==> config.mk <==
export PLATFORM = sky130hd
export DESIGN_NAME = bws_front
export DESIGN_NICKNAME = d
export VERILOG_FILES = /design/src/hw/rtl/bws_pkg.sv /design/src/hw/rtl/bws_front.sv
export SDC_FILE = /design/constraint.sdc
export NUM_CORES = 1
export LEC_CHECK = 0
export BUFFER_PORTS_ARGS = -buffer_cell sky130_fd_sc_hd__buf_2
export CAP_MARGIN = 20
export CORE_MARGIN = 1.5
export CORE_UTILIZATION = 45
export DETAILED_ROUTE_END_ITERATION = 10
export GPL_TIMING_DRIVEN = 0
export HOLD_SLACK_MARGIN = 0.08
export PLACE_DENSITY = 0.73
export SLEW_MARGIN = 25
export SYNTH_ARGS = -nofsm -noshare
export SYNTH_HDL_FRONTEND = slang
export SYNTH_SLANG_ARGS = --single-unit
==> constraint.sdc <==
create_clock -name aclk -period 2 [get_ports aclk]
set_input_delay 0.2 -clock aclk [delete_from_list [all_inputs] [get_ports aclk]]
set_output_delay 0.2 -clock aclk [all_outputs]
set_load 0.03 [all_outputs]
==> src/hw/rtl/bws_pkg.sv <==
// Shared types, codes and helper functions of the breakpoint waveform sampler
package bws_pkg;

    localparam int unsigned NUM_W = 54;
    localparam int unsigned P1_W  = 44;
    localparam logic [16:0] SAT_MAG = 17'd32768;

    typedef enum logic [1:0] {
        REG_ACTIVE = 2'd0,
        REG_RES    = 2'd1,
        REG_PER    = 2'd2,
        REG_VOL    = 2'd3
    } reg_idx_t;

    typedef enum logic {
        CMD_WRITE  = 1'b0,
        CMD_SAMPLE = 1'b1
    } cmd_kind_t;

    typedef struct packed {
        cmd_kind_t          kind;
        logic [4:0]         slot;
        logic [15:0]        pos;
        logic signed [8:0]  level;
        logic [15:0]        sidx;
    } cmd_t;

    typedef struct packed {
        logic [5:0]  active_points;
        logic [15:0] position_resolution;
        logic [15:0] period_samples;
        logic [7:0]  volume;
    } cfg_t;

    typedef enum logic [3:0] {
        ST_IDLE,
        ST_DIV,
        ST_SCAN_RD,
        ST_SCAN_CK,
        ST_LD0,
        ST_LD0_W,
        ST_LDP,
        ST_LDP_W,
        ST_LDN,
        ST_LDN_W,
        ST_MUL_A,
        ST_ADD,
        ST_MUL_C,
        ST_OUT
    } back_state_t;

    function automatic logic [16:0] sat_signed(input logic neg, input logic [NUM_W-1:0] mag);
        logic [16:0] m;
        m = (mag > NUM_W'(SAT_MAG)) ? SAT_MAG : mag[16:0];
        return neg ? (17'd0 - m) : m;
    endfunction

    function automatic logic [16:0] level_scaled(input logic signed [8:0] y,
                                                 input logic [7:0] vol);
        logic signed [18:0] s;
        s = 19'(y) * $signed({1'b0, vol, 1'b0});
        if (s > 19'sd32768) begin
            return SAT_MAG;
        end else if (s < -19'sd32768) begin
            return 17'd0 - SAT_MAG;
        end else begin
            return s[16:0];
        end
    endfunction

endpackage

==> src/hw/rtl/bws_front.sv <==
// Front end: accept, classify and queue transactions; drops writes past MAX_POINTS
module bws_front #(
    parameter int unsigned MAX_POINTS = 32
) (
    input  logic                aclk,
    input  logic                aresetn,
    input  logic                s_valid,
    output logic                s_ready,
    input  logic                s_op,
    input  logic [4:0]          s_point_index,
    input  logic [15:0]         s_point_pos,
    input  logic signed [8:0]   s_point_level,
    input  logic [15:0]         s_sample_index,
    output logic                q_avail,
    output bws_pkg::cmd_t       q_head,
    input  logic                q_pop
);
    import bws_pkg::*;

    cmd_t       fifo_reg [2];
    logic       wr_ptr_reg, rd_ptr_reg;
    logic [1:0] cnt_reg;
    cmd_t       cmd;
    logic       keep, push;

    always_comb begin
        cmd.kind  = s_op ? CMD_SAMPLE : CMD_WRITE;
        cmd.slot  = s_point_index;
        cmd.pos   = s_point_pos;
        cmd.level = s_point_level;
        cmd.sidx  = s_sample_index;
        keep = s_op || (int'(s_point_index) < MAX_POINTS);
    end

    assign s_ready = (cnt_reg != 2'd2);
    assign push    = s_valid && s_ready && keep;
    assign q_avail = (cnt_reg != 2'd0);
    assign q_head  = fifo_reg[rd_ptr_reg];

    always_ff @(posedge aclk) begin
        if (push) begin
            fifo_reg[wr_ptr_reg] <= cmd;
        end
    end

    always_ff @(posedge aclk) begin
        if (!aresetn) begin
            wr_ptr_reg <= 1'b0;
            rd_ptr_reg <= 1'b0;
            cnt_reg    <= 2'd0;
        end else begin
            if (push) begin
                wr_ptr_reg <= ~wr_ptr_reg;
            end
            if (q_pop) begin
                rd_ptr_reg <= ~rd_ptr_reg;
            end
            cnt_reg <= cnt_reg + {1'b0, push} - {1'b0, q_pop};
        end
    end

endmodule

==> insert_results.sql <==
INSERT INTO impl_metrics (metric_group, metric, value, unit) VALUES
('run_status', 'run_status', 'finished, final reports clean', ''),
('sta', 'max_clock_freq', '560', 'MHz'),
('clocking', 'clock_tree_buffer_depth', '2', ''),
('sta', 'maxSlewViolCount', '0', ''),
('logic_synthesis', 'synth.top_cell.area_share', '77.0', '%'),
('sta', 'final.hold.worst_slack', '0.166', 'ns'),
('placed_design', 'hpwlAfterDp', '3.72', 'mm'),
('routing', 'count_of_routing_violations_after_the_opening_detailed_route_iteration', '119', ''),
('clocking', 'worstSkewPairLatency', '0.35', 'ns'),
('logic_synthesis', 'yosysUniqueCellTypes', '24', ''),
('clocking', 'cts_num_sinks', '99', ''),
('pwr', 'power_frac_comb', '20.4', '%'),
('pwr', 'cell_internal_pwr', '3.28', 'mW'),
('routing', 'routed_wirelength', '6.51', 'mm'),
('critical_path', 'crit_end', 'fifo_reg[0][8]$_DFFE_PP_', ''),
('pwr', 'netSwitchingFraction', '27.6', '%'),
('clocking', 'postCtsSetupRepairBufs', '0', ''),
('grt', 'grt_max_degree', '48', ''),
('logic_synthesis', 'netlist_top_cells_area', 'edfxtp_1 77%, mux2_2 14%, dfxtp_1 2.7%', ''),
('placed_design', 'placed_cells', '375', ''),
('min_path', 'hold_path_class', 'input port to flip-flop', ''),
('clocking', 'path_clk_slew', '0.09', 'ns'),
('sta', 'post-route-min-period', '1.78', 'ns'),
('logic_synthesis', 'syn_nets', '226', ''),
('floorplanning', 'floorplan.die.height', '93.2', 'um'),
('layout', 'instances_no_fill', '438', ''),
('grt', 'grt-ovfl-total', '0', ''),
('logic_synthesis', 'ys_async_sr_fraction', '0', '%'),
('sta', 'min_period_over_period', '89.2', '%'),
('critical_path', 'worst_r2r_startpoint', 'cnt_reg[0]$_SDFF_PN0_', ''),
('pwr', 'power.share.sequential', '55.8', '%'),
('logic_synthesis', 'synth_enable_flop_cells', '94', ''),
('floorplanning', 'fp.dieArea', '8690', 'um^2'),
('critical_path', 'setup.worst_path.end_class', 'flip-flop', ''),
('logic_synthesis', 'netlist.top_cell.by_area', 'edfxtp_1', ''),
('grt', 'grt_pass1_vias', '2152', ''),
('logic_synthesis', 'synth-warning-count', '0', ''),
('critical_path', 'path_type_of_the_worst_setup_path', 'flip-flop to flip-flop', ''),
('placed_design', 'gp_congestion', '0.665', ''),
('floorplanning', 'dieWidth', '93.2', 'um'),
('logic_synthesis', 'ys.flop_type', 'edfxtp_1', ''),
('critical_path', 'worst-path-max-fanout', '23', ''),
('layout', 'final_nets', '384', ''),
('layout', 'synthToLayoutAreaGrowth', '34.9', '%'),
('critical_path', 'worst-r2r-cell-count', '3', ''),
('grt', 'globalRouteTotalUtil', '15.7', '%'),
('clocking', 'htree_num_levels', '3', ''),
('pwr', 'leakage', '1.86', 'nW'),
('logic_synthesis', 'flip_flop_and_latch_count_after_synthesis', '99', ''),
('layout', 'fill_cells', '608', ''),
('clocking', 'cts_root_buffer', 'clkbuf_8', ''),
('sta', 'tightest_slew', '0.654', 'ns'),
('clocking', 'clock_buffer_count_from_cts', '9', ''),
('sta', 'clock_skew', '0.0104', 'ns'),
('layout', 'largest_reg_flops', '94', ''),
('pwr', 'worst_ir_drop_vdd', '0.660', 'mV'),
('pwr', 'share_clk_of_total_power', '23.8', '%'),
('sta', 'hold_violations', '0', ''),
('critical_path', 'crit_path_start', 'cnt_reg[0]$_SDFF_PN0_', ''),
('logic_synthesis', 'avgSynthCellArea', '21.1', 'um^2'),
('layout', 'layout.core_utilization', '63.3', '%'),
('floorplanning', 'core', '7810', 'um^2'),
('critical_path', 'r2r-end', 'fifo_reg[0][8]$_DFFE_PP_', ''),
('layout', 'layout_common_cells', '100 x buf_2, 94 x edfxtp_1, 47 x mux2_2, 47 x dlygate4sd3_1, 9 x clkbuf_8', ''),
('floorplanning', 'ioPinCount', '100', ''),
('pwr', 'total_power', '4.53', 'mW'),
('grt', 'antenna_found_initial', '0', ''),
('routing', 'postRouteAntennaNets', '0', ''),
('floorplanning', 'rows', '32', ''),
('routing', 'num_vias', '2074', ''),
('pwr', 'p_sw', '1.25', 'mW');
synth_stat cells, types with 2 or more instances:
master and instances:
edfxtp_1 94, mux2_2 47, dfxtp_1 5, and2_1 3, buf_6 3, inv_1 2, nand2_1 2, nand3b_1 2
critical path: stages, from the launching register on:
cell	delay (ns)
dfxtp_1	0.35
nand2b_4	0.17
nand3b_1	0.27
clkinvlp_4	0.57
timing repair:
item	in CTS	in global routing
pin swaps	0	0
hold endpoints to repair	94	0
cloned	1	0
resized for setup	1	3
setup endpoints to repair	47	47
hold buffers	47	0
logic make-up after synthesis:
group	synth area share (%)
flip-flops	79.8
multiplexers	14.7
AND/OR/NAND/NOR	2.01
buffers and inverters	1.47
AO/OA/AOI/OAI	1.23
XOR/XNOR	0.478
adder cells (fa/ha/maj)	0.341
power by group through the flow:
stage / combinational, mW / clock (mW) / sequential, mW
after floorplan: 0.604 / 0 / 2.55
after global placement: 0.837 / 0 / 2.56
after detailed placement: 0.847 / 0 / 2.57
after CTS: 0.931 / 1.12 / 2.52
after global routing: 0.994 / 1.19 / 2.54
final: 0.925 / 1.08 / 2.52
worst min-delay path by stage:
stage | from | cells past startpoint | slack (ns) | to
global placement | s_point_pos[0] | 1 | 0.39 | fifo_reg[0][25]$_DFFE_PP_
detailed placement | s_point_level[0] | 1 | 0.39 | fifo_reg[0][16]$_DFFE_PP_
floorplan | s_sample_index[0] | 0 | 0.30 | fifo_reg[0][0]$_DFFE_PP_
CTS | aresetn | 2 | 0.14 | rd_ptr_reg$_SDFFE_PN0P_
global route | aresetn | 2 | 0.16 | flip-flop
finish | aresetn | 2 | 0.17 | flip-flop
area by class of cell:
type	instances	area (um^2)	area share (%)
buffer	5	46.3	0.937
clock buffer	10	128	2.58
clock inverter	5	31.3	0.633
inverter	2	11.3	0.228
multi-input combinational	68	701	14.2
sequential	99	2920	59.2
tap	102	128	2.58
timing repair buffer	146	966	19.5
timing repair inverter	1	7.51	0.152
through the flow:
step	worst slack, ns	area, um^2
after detailed placement	-0.277	4300
after CTS	0.0812	4930
after global placement	-0.184	4290
after global routing	0.0590	4940
after floorplan	0.0341	3670
final	0.215	4940
routing by layer:
layer / GRT usage, % / up-vias / routed length (um)
met1: 18.0 / 1004 / 2720
met4: 5.68 / 0 / 93
li1: - / 996 / -
met2: 28.0 / 66 / 3420
met3: 4.15 / 8 / 274
met5: 0 / - / 0
(Power assumes the default switching activity.)
