$ cat src/hw/rtl/bws_pkg.sv
// Shared types, codes and helper functions of the breakpoint waveform sampler
package bws_pkg;

    localparam int unsigned NUM_W = 54;
    localparam int unsigned P1_W  = 44;
    localparam logic [16:0] SAT_MAG = 17'd32768;

    typedef enum logic [1:0] {
        REG_ACTIVE = 2'd0,
        REG_RES    = 2'd1,
        REG_PER    = 2'd2,
        REG_VOL    = 2'd3
    } reg_idx_t;

    typedef enum logic {
        CMD_WRITE  = 1'b0,
        CMD_SAMPLE = 1'b1
    } cmd_kind_t;

    typedef struct packed {
        cmd_kind_t          kind;
        logic [4:0]         slot;
        logic [15:0]        pos;
        logic signed [8:0]  level;
        logic [15:0]        sidx;
    } cmd_t;

    typedef struct packed {
        logic [5:0]  active_points;
        logic [15:0] position_resolution;
        logic [15:0] period_samples;
        logic [7:0]  volume;
    } cfg_t;

    typedef enum logic [3:0] {
        ST_IDLE,
        ST_DIV,
        ST_SCAN_RD,
        ST_SCAN_CK,
        ST_LD0,
        ST_LD0_W,
        ST_LDP,
        ST_LDP_W,
        ST_LDN,
        ST_LDN_W,
        ST_MUL_A,
        ST_ADD,
        ST_MUL_C,
        ST_OUT
    } back_state_t;

    function automatic logic [16:0] sat_signed(input logic neg, input logic [NUM_W-1:0] mag);
        logic [16:0] m;
        m = (mag > NUM_W'(SAT_MAG)) ? SAT_MAG : mag[16:0];
        return neg ? (17'd0 - m) : m;
    endfunction

    function automatic logic [16:0] level_scaled(input logic signed [8:0] y,
                                                 input logic [7:0] vol);
        logic signed [18:0] s;
        s = 19'(y) * $signed({1'b0, vol, 1'b0});
        if (s > 19'sd32768) begin
            return SAT_MAG;
        end else if (s < -19'sd32768) begin
            return 17'd0 - SAT_MAG;
        end else begin
            return s[16:0];
        end
    endfunction

endpackage

$ cat src/hw/rtl/bws_ram.sv
// Generic single-write, single-read RAM with registered read data
module bws_ram #(
    parameter int unsigned WIDTH = 8,
    parameter int unsigned DEPTH = 32
) (
    input  logic                     aclk,
    input  logic                     we,
    input  logic [$clog2(DEPTH)-1:0] waddr,
    input  logic [WIDTH-1:0]         wdata,
    input  logic [$clog2(DEPTH)-1:0] raddr,
    output logic [WIDTH-1:0]         rdata
);

    logic [WIDTH-1:0] mem_reg [DEPTH];
    logic [WIDTH-1:0] rdata_reg;

    always_ff @(posedge aclk) begin
        if (we) begin
            mem_reg[waddr] <= wdata;
        end
        rdata_reg <= mem_reg[raddr];
    end

    assign rdata = rdata_reg;

endmodule

$ cat src/hw/rtl/bws_back.sv
// Back end: table writes, position divide, breakpoint scan, interpolation and output
module bws_back #(
    parameter int unsigned MAX_POINTS = 32
) (
    input  logic                aclk,
    input  logic                aresetn,
    input  bws_pkg::cfg_t       cfg,
    input  logic                q_avail,
    input  bws_pkg::cmd_t       q_head,
    output logic                q_pop,
    output logic                m_valid,
    input  logic                m_ready,
    output logic signed [16:0]  m_sample
);
    import bws_pkg::*;

    localparam int unsigned AW = $clog2(MAX_POINTS);
    localparam int unsigned CW = $clog2(MAX_POINTS + 1);

    back_state_t state_reg, state_next;

    logic [NUM_W-1:0]   dq_reg;
    logic [15:0]        rem_reg, dv_reg;
    logic [5:0]         cnt_reg;
    logic               phase_reg;
    logic [31:0]        pos_reg;
    logic [CW-1:0]      c_reg;
    logic signed [8:0]  y0_reg, y1_reg, y2_reg;
    logic [15:0]        x1_reg, x2_reg;
    logic signed [25:0] pa_reg;
    logic signed [42:0] pb_reg;
    logic [15:0]        wmag_reg;
    logic               wneg_reg, neg_reg;
    logic [P1_W-1:0]    p1mag_reg;
    logic [16:0]        out_reg;

    logic [CW-1:0]      n_val;
    logic               ram_we;
    logic [AW-1:0]      ram_waddr, ram_raddr;
    logic [24:0]        ram_rdata;
    logic [15:0]        rd_x;
    logic signed [8:0]  rd_y;
    logic [16:0]        div_t;
    logic               div_ge;
    logic [NUM_W-1:0]   dq_n;
    logic               div_last, scan_hit, scan_end;
    logic signed [32:0] d_val;
    logic signed [16:0] w_val;
    logic signed [9:0]  h_val;
    logic signed [P1_W-1:0] p1_val;

    assign n_val = (int'(cfg.active_points) > MAX_POINTS) ? CW'(MAX_POINTS)
                                                        : CW'(cfg.active_points);
    assign rd_x = ram_rdata[24:9];
    assign rd_y = ram_rdata[8:0];

    assign div_t    = {rem_reg, dq_reg[NUM_W-1]};
    assign div_ge   = div_t >= {1'b0, dv_reg};
    assign dq_n     = {dq_reg[NUM_W-2:0], div_ge};
    assign div_last = (cnt_reg == 6'(NUM_W - 1));

    assign scan_hit = {16'd0, rd_x} > pos_reg;
    assign scan_end = (c_reg + 1'b1) == n_val;

    assign d_val  = $signed({1'b0, pos_reg}) - $signed({17'd0, x1_reg});
    assign w_val  = $signed({1'b0, x2_reg}) - $signed({1'b0, x1_reg});
    assign h_val  = 10'(y2_reg) - 10'(y1_reg);
    assign p1_val = P1_W'(pa_reg) + P1_W'(pb_reg);

    bws_ram #(.WIDTH(25), .DEPTH(MAX_POINTS)) u_ram (
        .aclk  (aclk),
        .we    (ram_we),
        .waddr (ram_waddr),
        .wdata ({q_head.pos, q_head.level}),
        .raddr (ram_raddr),
        .rdata (ram_rdata)
    );

    always_comb begin
        state_next = state_reg;
        unique case (state_reg)
            ST_IDLE: begin
                if (q_avail) begin
                    if (q_head.kind == CMD_WRITE) begin
                        state_next = ST_IDLE;
                    end else if (n_val == '0) begin
                        state_next = ST_OUT;
                    end else begin
                        state_next = ST_DIV;
                    end
                end
            end
            ST_DIV: begin
                if (div_last) begin
                    state_next = phase_reg ? ST_OUT : ST_SCAN_RD;
                end
            end
            ST_SCAN_RD: state_next = ST_SCAN_CK;
            ST_SCAN_CK: begin
                if (scan_hit || scan_end) begin
                    state_next = ST_LD0;
                end else begin
                    state_next = ST_SCAN_RD;
                end
            end
            ST_LD0:   state_next = ST_LD0_W;
            ST_LD0_W: state_next = (c_reg == '0) ? ST_OUT : ST_LDP;
            ST_LDP:   state_next = ST_LDP_W;
            ST_LDP_W: state_next = (c_reg == n_val) ? ST_MUL_A : ST_LDN;
            ST_LDN:   state_next = ST_LDN_W;
            ST_LDN_W: state_next = ST_MUL_A;
            ST_MUL_A: begin
                if (d_val == '0 || w_val == '0) begin
                    state_next = ST_OUT;
                end else begin
                    state_next = ST_ADD;
                end
            end
            ST_ADD:   state_next = ST_MUL_C;
            ST_MUL_C: state_next = ST_DIV;
            ST_OUT: begin
                if (m_ready) begin
                    state_next = ST_IDLE;
                end
            end
            default:  state_next = ST_IDLE;
        endcase
    end

    always_comb begin
        q_pop     = 1'b0;
        ram_we    = 1'b0;
        ram_waddr = AW'(q_head.slot);
        ram_raddr = c_reg[AW-1:0];
        m_valid   = 1'b0;
        unique case (state_reg)
            ST_IDLE: begin
                q_pop  = q_avail;
                ram_we = q_avail && (q_head.kind == CMD_WRITE);
            end
            ST_LD0:  ram_raddr = '0;
            ST_LDP:  ram_raddr = AW'(c_reg - 1'b1);
            ST_OUT:  m_valid = 1'b1;
            default: ram_raddr = c_reg[AW-1:0];
        endcase
    end

    assign m_sample = out_reg;

    always_ff @(posedge aclk) begin
        case (state_reg)
            ST_IDLE: begin
                dq_reg    <= NUM_W'(cfg.position_resolution * q_head.sidx);
                dv_reg    <= (cfg.period_samples == 16'd0) ? 16'd1 : cfg.period_samples;
                rem_reg   <= '0;
                cnt_reg   <= '0;
                phase_reg <= 1'b0;
                out_reg   <= '0;
            end
            ST_DIV: begin
                dq_reg  <= dq_n;
                rem_reg <= div_ge ? 16'(div_t - {1'b0, dv_reg}) : div_t[15:0];
                cnt_reg <= cnt_reg + 6'd1;
                if (div_last) begin
                    pos_reg <= dq_n[31:0];
                    c_reg   <= '0;
                    out_reg <= sat_signed(neg_reg, dq_n);
                end
            end
            ST_SCAN_CK: begin
                if (!scan_hit) begin
                    c_reg <= c_reg + 1'b1;
                end
            end
            ST_LD0_W: begin
                y0_reg  <= rd_y;
                out_reg <= level_scaled(rd_y, cfg.volume);
            end
            ST_LDP_W: begin
                x1_reg <= rd_x;
                y1_reg <= rd_y;
                x2_reg <= cfg.position_resolution;
                y2_reg <= y0_reg;
            end
            ST_LDN_W: begin
                x2_reg <= rd_x;
                y2_reg <= rd_y;
            end
            ST_MUL_A: begin
                out_reg  <= (d_val == '0) ? level_scaled(y1_reg, cfg.volume)
                                          : level_scaled(y0_reg, cfg.volume);
                pa_reg   <= 26'(y1_reg) * 26'(w_val);
                pb_reg   <= 43'(h_val) * 43'(d_val);
                wneg_reg <= w_val[16];
                wmag_reg <= w_val[16] ? 16'(-w_val) : w_val[15:0];
            end
            ST_ADD: begin
                neg_reg   <= p1_val[P1_W-1] ^ wneg_reg;
                p1mag_reg <= p1_val[P1_W-1] ? P1_W'(-p1_val) : P1_W'(p1_val);
            end
            ST_MUL_C: begin
                dq_reg    <= NUM_W'(p1mag_reg) * NUM_W'({cfg.volume, 1'b0});
                dv_reg    <= wmag_reg;
                rem_reg   <= '0;
                cnt_reg   <= '0;
                phase_reg <= 1'b1;
            end
            default: begin
            end
        endcase
    end

    always_ff @(posedge aclk) begin
        if (!aresetn) begin
            state_reg <= ST_IDLE;
        end else begin
            state_reg <= state_next;
        end
    end

endmodule

$ cat config.mk
export PLATFORM = sky130hd
export DESIGN_NAME = bws_back
export DESIGN_NICKNAME = d
export VERILOG_FILES = /design/src/hw/rtl/bws_pkg.sv /design/src/hw/rtl/bws_ram.sv /design/src/hw/rtl/bws_back.sv
export SDC_FILE = /design/constraint.sdc
export NUM_CORES = 2
export LEC_CHECK = 0
export ABC_AREA = 1
export ABC_CLOCK_PERIOD_IN_PS = 10500
export BUFFER_PORTS_ARGS = -buffer_cell sky130_fd_sc_hd__buf_2
export CORE_UTILIZATION = 55
export CTS_BUF_LIST = sky130_fd_sc_hd__clkbuf_4
export CTS_CLUSTER_SIZE = 20
export DETAILED_ROUTE_END_ITERATION = 8
export PLACE_DENSITY = 0.71
export REMOVE_ABC_BUFFERS = 1
export SYNTH_ARGS = -nofsm -noshare
export SYNTH_HDL_FRONTEND = slang
export SYNTH_SLANG_ARGS = --single-unit
$ cat constraint.sdc
create_clock -name aclk -period 10.5 [get_ports aclk]
set_clock_uncertainty 0.15 [all_clocks]
set_input_delay 2.625 -clock aclk [delete_from_list [all_inputs] [get_ports aclk]]
set_output_delay 2.625 -clock aclk [all_outputs]
set_load 0.1 [all_outputs]
==> flow_metrics.tcl <==
set metrics [dict create \
    status "complete, no violations" \
    post_cts.repair.setup_buffers 0 \
    cp.required_ps 11310 \
    clkTransAtPathRegs_ps 70 \
    first_global_vias 81280 \
    cts_resized 0 \
    grt_pass1_wl_um 458900 \
    cts_hold_buf 0 \
    seq_area_frac_synth_pct 34.61 \
    ys_types 67 \
    vdd_drop_max_mv 0.3032 \
    power.total_w 0.01946 \
    max_cap_violations 0 \
    crit_path_start "y1_reg[3]" \
    ios 116 \
    hold_path.class "reg -> reg" \
    slew_viol_final 0 \
    critical_path_class "reg -> reg" \
    crit_path_start_kind "flop" \
    vias 79360 \
    slew_headroom_pct 15.67 \
    syn_to_final_growth_pct 6.459 \
    antenna_found_initial 9 \
    row_count 156 \
    crit_top_cell "nand2_1" \
    max_slew.worst_pin.slew_ps 1262 \
    cts.path.max_buffers 4 \
    synth_cells 11390 \
    grtUsageTotal_pct 32.32 \
    grt_max_degree 186 \
    fillerInstances 16060 \
    final_antenna_net_count 0 \
    start_util_pct 55.43 \
    ys_async_sr_fraction_pct 0 \
    overflow 0 \
    firstDrtPassIters 6 \
    worstSkewPairLatency_ps 1320 \
    rsz0062_at_grt "no" \
    routed_wl_um 295600 \
    place_ws_ps 1517 \
    slowest_delay_ps 950 \
    critPathSlowestCell "xor2_2" \
    drt_iter0_markers 7295 \
    layout_min_cycle_time_ps 8923 \
    drc 0 \
    nets 13120 \
    syn_area_sq_um 100400 \
    end_kind "flop" \
    coreArea_sq_um 181100 \
    dpl.hpwl_um 218900 \
    cts_inserted_buffers 319 \
    powerDensity_nw_per_um2 182.0 \
    synth_flop_cell "edfxtp_1" \
    largest_reg_flops 800 \
    worstPathArrival_ps 9730 \
    vias_per_cell 5.657 \
    die_w_um 429.3 \
    htreeDepth 5 \
    cts.sinks 1167 \
    syn_area_per_cell_sq_um 8.818 \
    final_cells 14030 \
    cts_tree "yes" \
    min_from "u_ram.rdata[9]" \
    ys_ff_latch 1167 \
    die_area_sq_um 184300 \
    seq_area_sq_um 34750 \
    drive_above_1_share_pct 7.298 \
    finalSetupViolCount 0 \
    p_leak_nw 50.19 \
    cts_root_buf "clkbuf_4" \
    synth_edf_count 1138 \
    io_buffers 115 \
    r2r-start "y1_reg[3]" \
    post-route-period-util_pct 84.98 \
    multi_input_area_sq_um 55720 \
    setup_ws_ps 1577 \
    hold_viol 0 \
    yosysWarnings 0 \
    die_h_um 429.3 \
    finalSetupTns_ps 0 \
    place_inst 13490 \
    fin_util_pct 59.01 \
    wl_per_cell_um 21.07 \
    gp_congestion 0.9736 \
    crit_fanout 22 \
    fmax_mhz 112.1 \
]
-- per-layer routing --
metal / GRT usage (%) / part of all wire (%)
met1: 41.69 / 40
met2: 52.75 / 47
met3: 5.799 / 8.2
met4: 15.64 / 4.9
met5: 0 / 0.018
-- worst max-delay path: cells and delay by family (launching register included) --
family | cells | cell delay [ps]
buf+inv | 5 | 770
fa+ha+maj | 7 | 3170
xor+xnor | 2 | 1010
simple gates | 9 | 920
flops | 1 | 700
compound gates | 9 | 1890
-- path summary, 6_finish.rpt --
check | endpoint | slack [ps] | cells after the start
setup / recovery | pb_reg[42] | 1580 | 32
hold / removal | x1_reg[0] | 320 | 0
setup reg to reg | pb_reg[42] | 1580 | 32
hold reg to reg | x1_reg[0] | 320 | 0
-- logic make-up after synthesis --
family,count (synthesis),share of synthesized area (%)
compound gates,1376,8.048
flops,1167,34.61
simple gates,4322,17.45
buf+inv,2695,10.21
xor+xnor,238,2.151
fa+ha+maj,1588,27.52
-- report_power, final --
group          internal [W]  leakage [nW]  switching, W  total [W]
combinational       0.00321          37.2       0.00642    0.00963
clock               0.00204          2.27       0.00191    0.00395
sequential          0.00557          10.7      0.000305    0.00587
-- metrics by stage --
step                      hold slack [ps]  cell area [sq um]
final                               316.2             106900
after global routing                345.2             106900
after CTS                           336.6             106900
after detailed placement            349.8             103100
after global placement              349.7             103100
after floorplan                     258.2              98520
-- cells in the final DEF (no fill, tap or decap), drive strengths merged, types with 19 or more instances in the layout --
| cell type | count |
|---|---|
| nand3b | 19 |
| buf | 195 |
| xnor2 | 86 |
| nor2 | 1157 |
| edfxtp | 1138 |
| a21oi | 346 |
| or2 | 38 |
| o221ai | 184 |
| o21ai | 611 |
| o211ai | 53 |
| dfxtp | 29 |
| fa | 1034 |
| nand2 | 2533 |
| nand3 | 392 |
| nand4 | 78 |
| inv | 2233 |
| a31oi | 71 |
| clkbuf | 444 |
| o21bai | 20 |
| nor3 | 70 |
| clkinv | 77 |
| xor2 | 152 |
| ha | 554 |
| o22ai | 34 |
-- synth_stat cells, drive strengths merged (53+ instances only) --
master	count	area, sq um
clkbuf	396	1536
nor2	1157	4428
nand2	2533	9583
a31oi	71	444.2
o221ai	184	1612
xor2	152	1384
nor3	70	370.4
nand4	78	488.0
xnor2	86	775.8
inv	2229	8367
ha	554	6932
nand3	392	2034
a21oi	346	1747
o21ai	611	3058
o211ai	53	402.9
fa	1034	20700
buf	67	341.6
edfxtp	1138	34170
-- area by class of cell --
| class | instances | area share, % |
|---|---|---|
| Inverter | 2232 | 7.848 |
| Timing Repair Buffer | 195 | 1.159 |
| Sequential cell | 1167 | 32.51 |
| Tap cell | 2370 | 2.774 |
| Clock inverter | 85 | 0.4284 |
| Multi-Input combinational cell | 7524 | 52.13 |
| Antenna cell | 11 | 0.02575 |
| Clock buffer | 444 | 3.118 |
No activity file was read; power rests on OpenSTA's default activity.
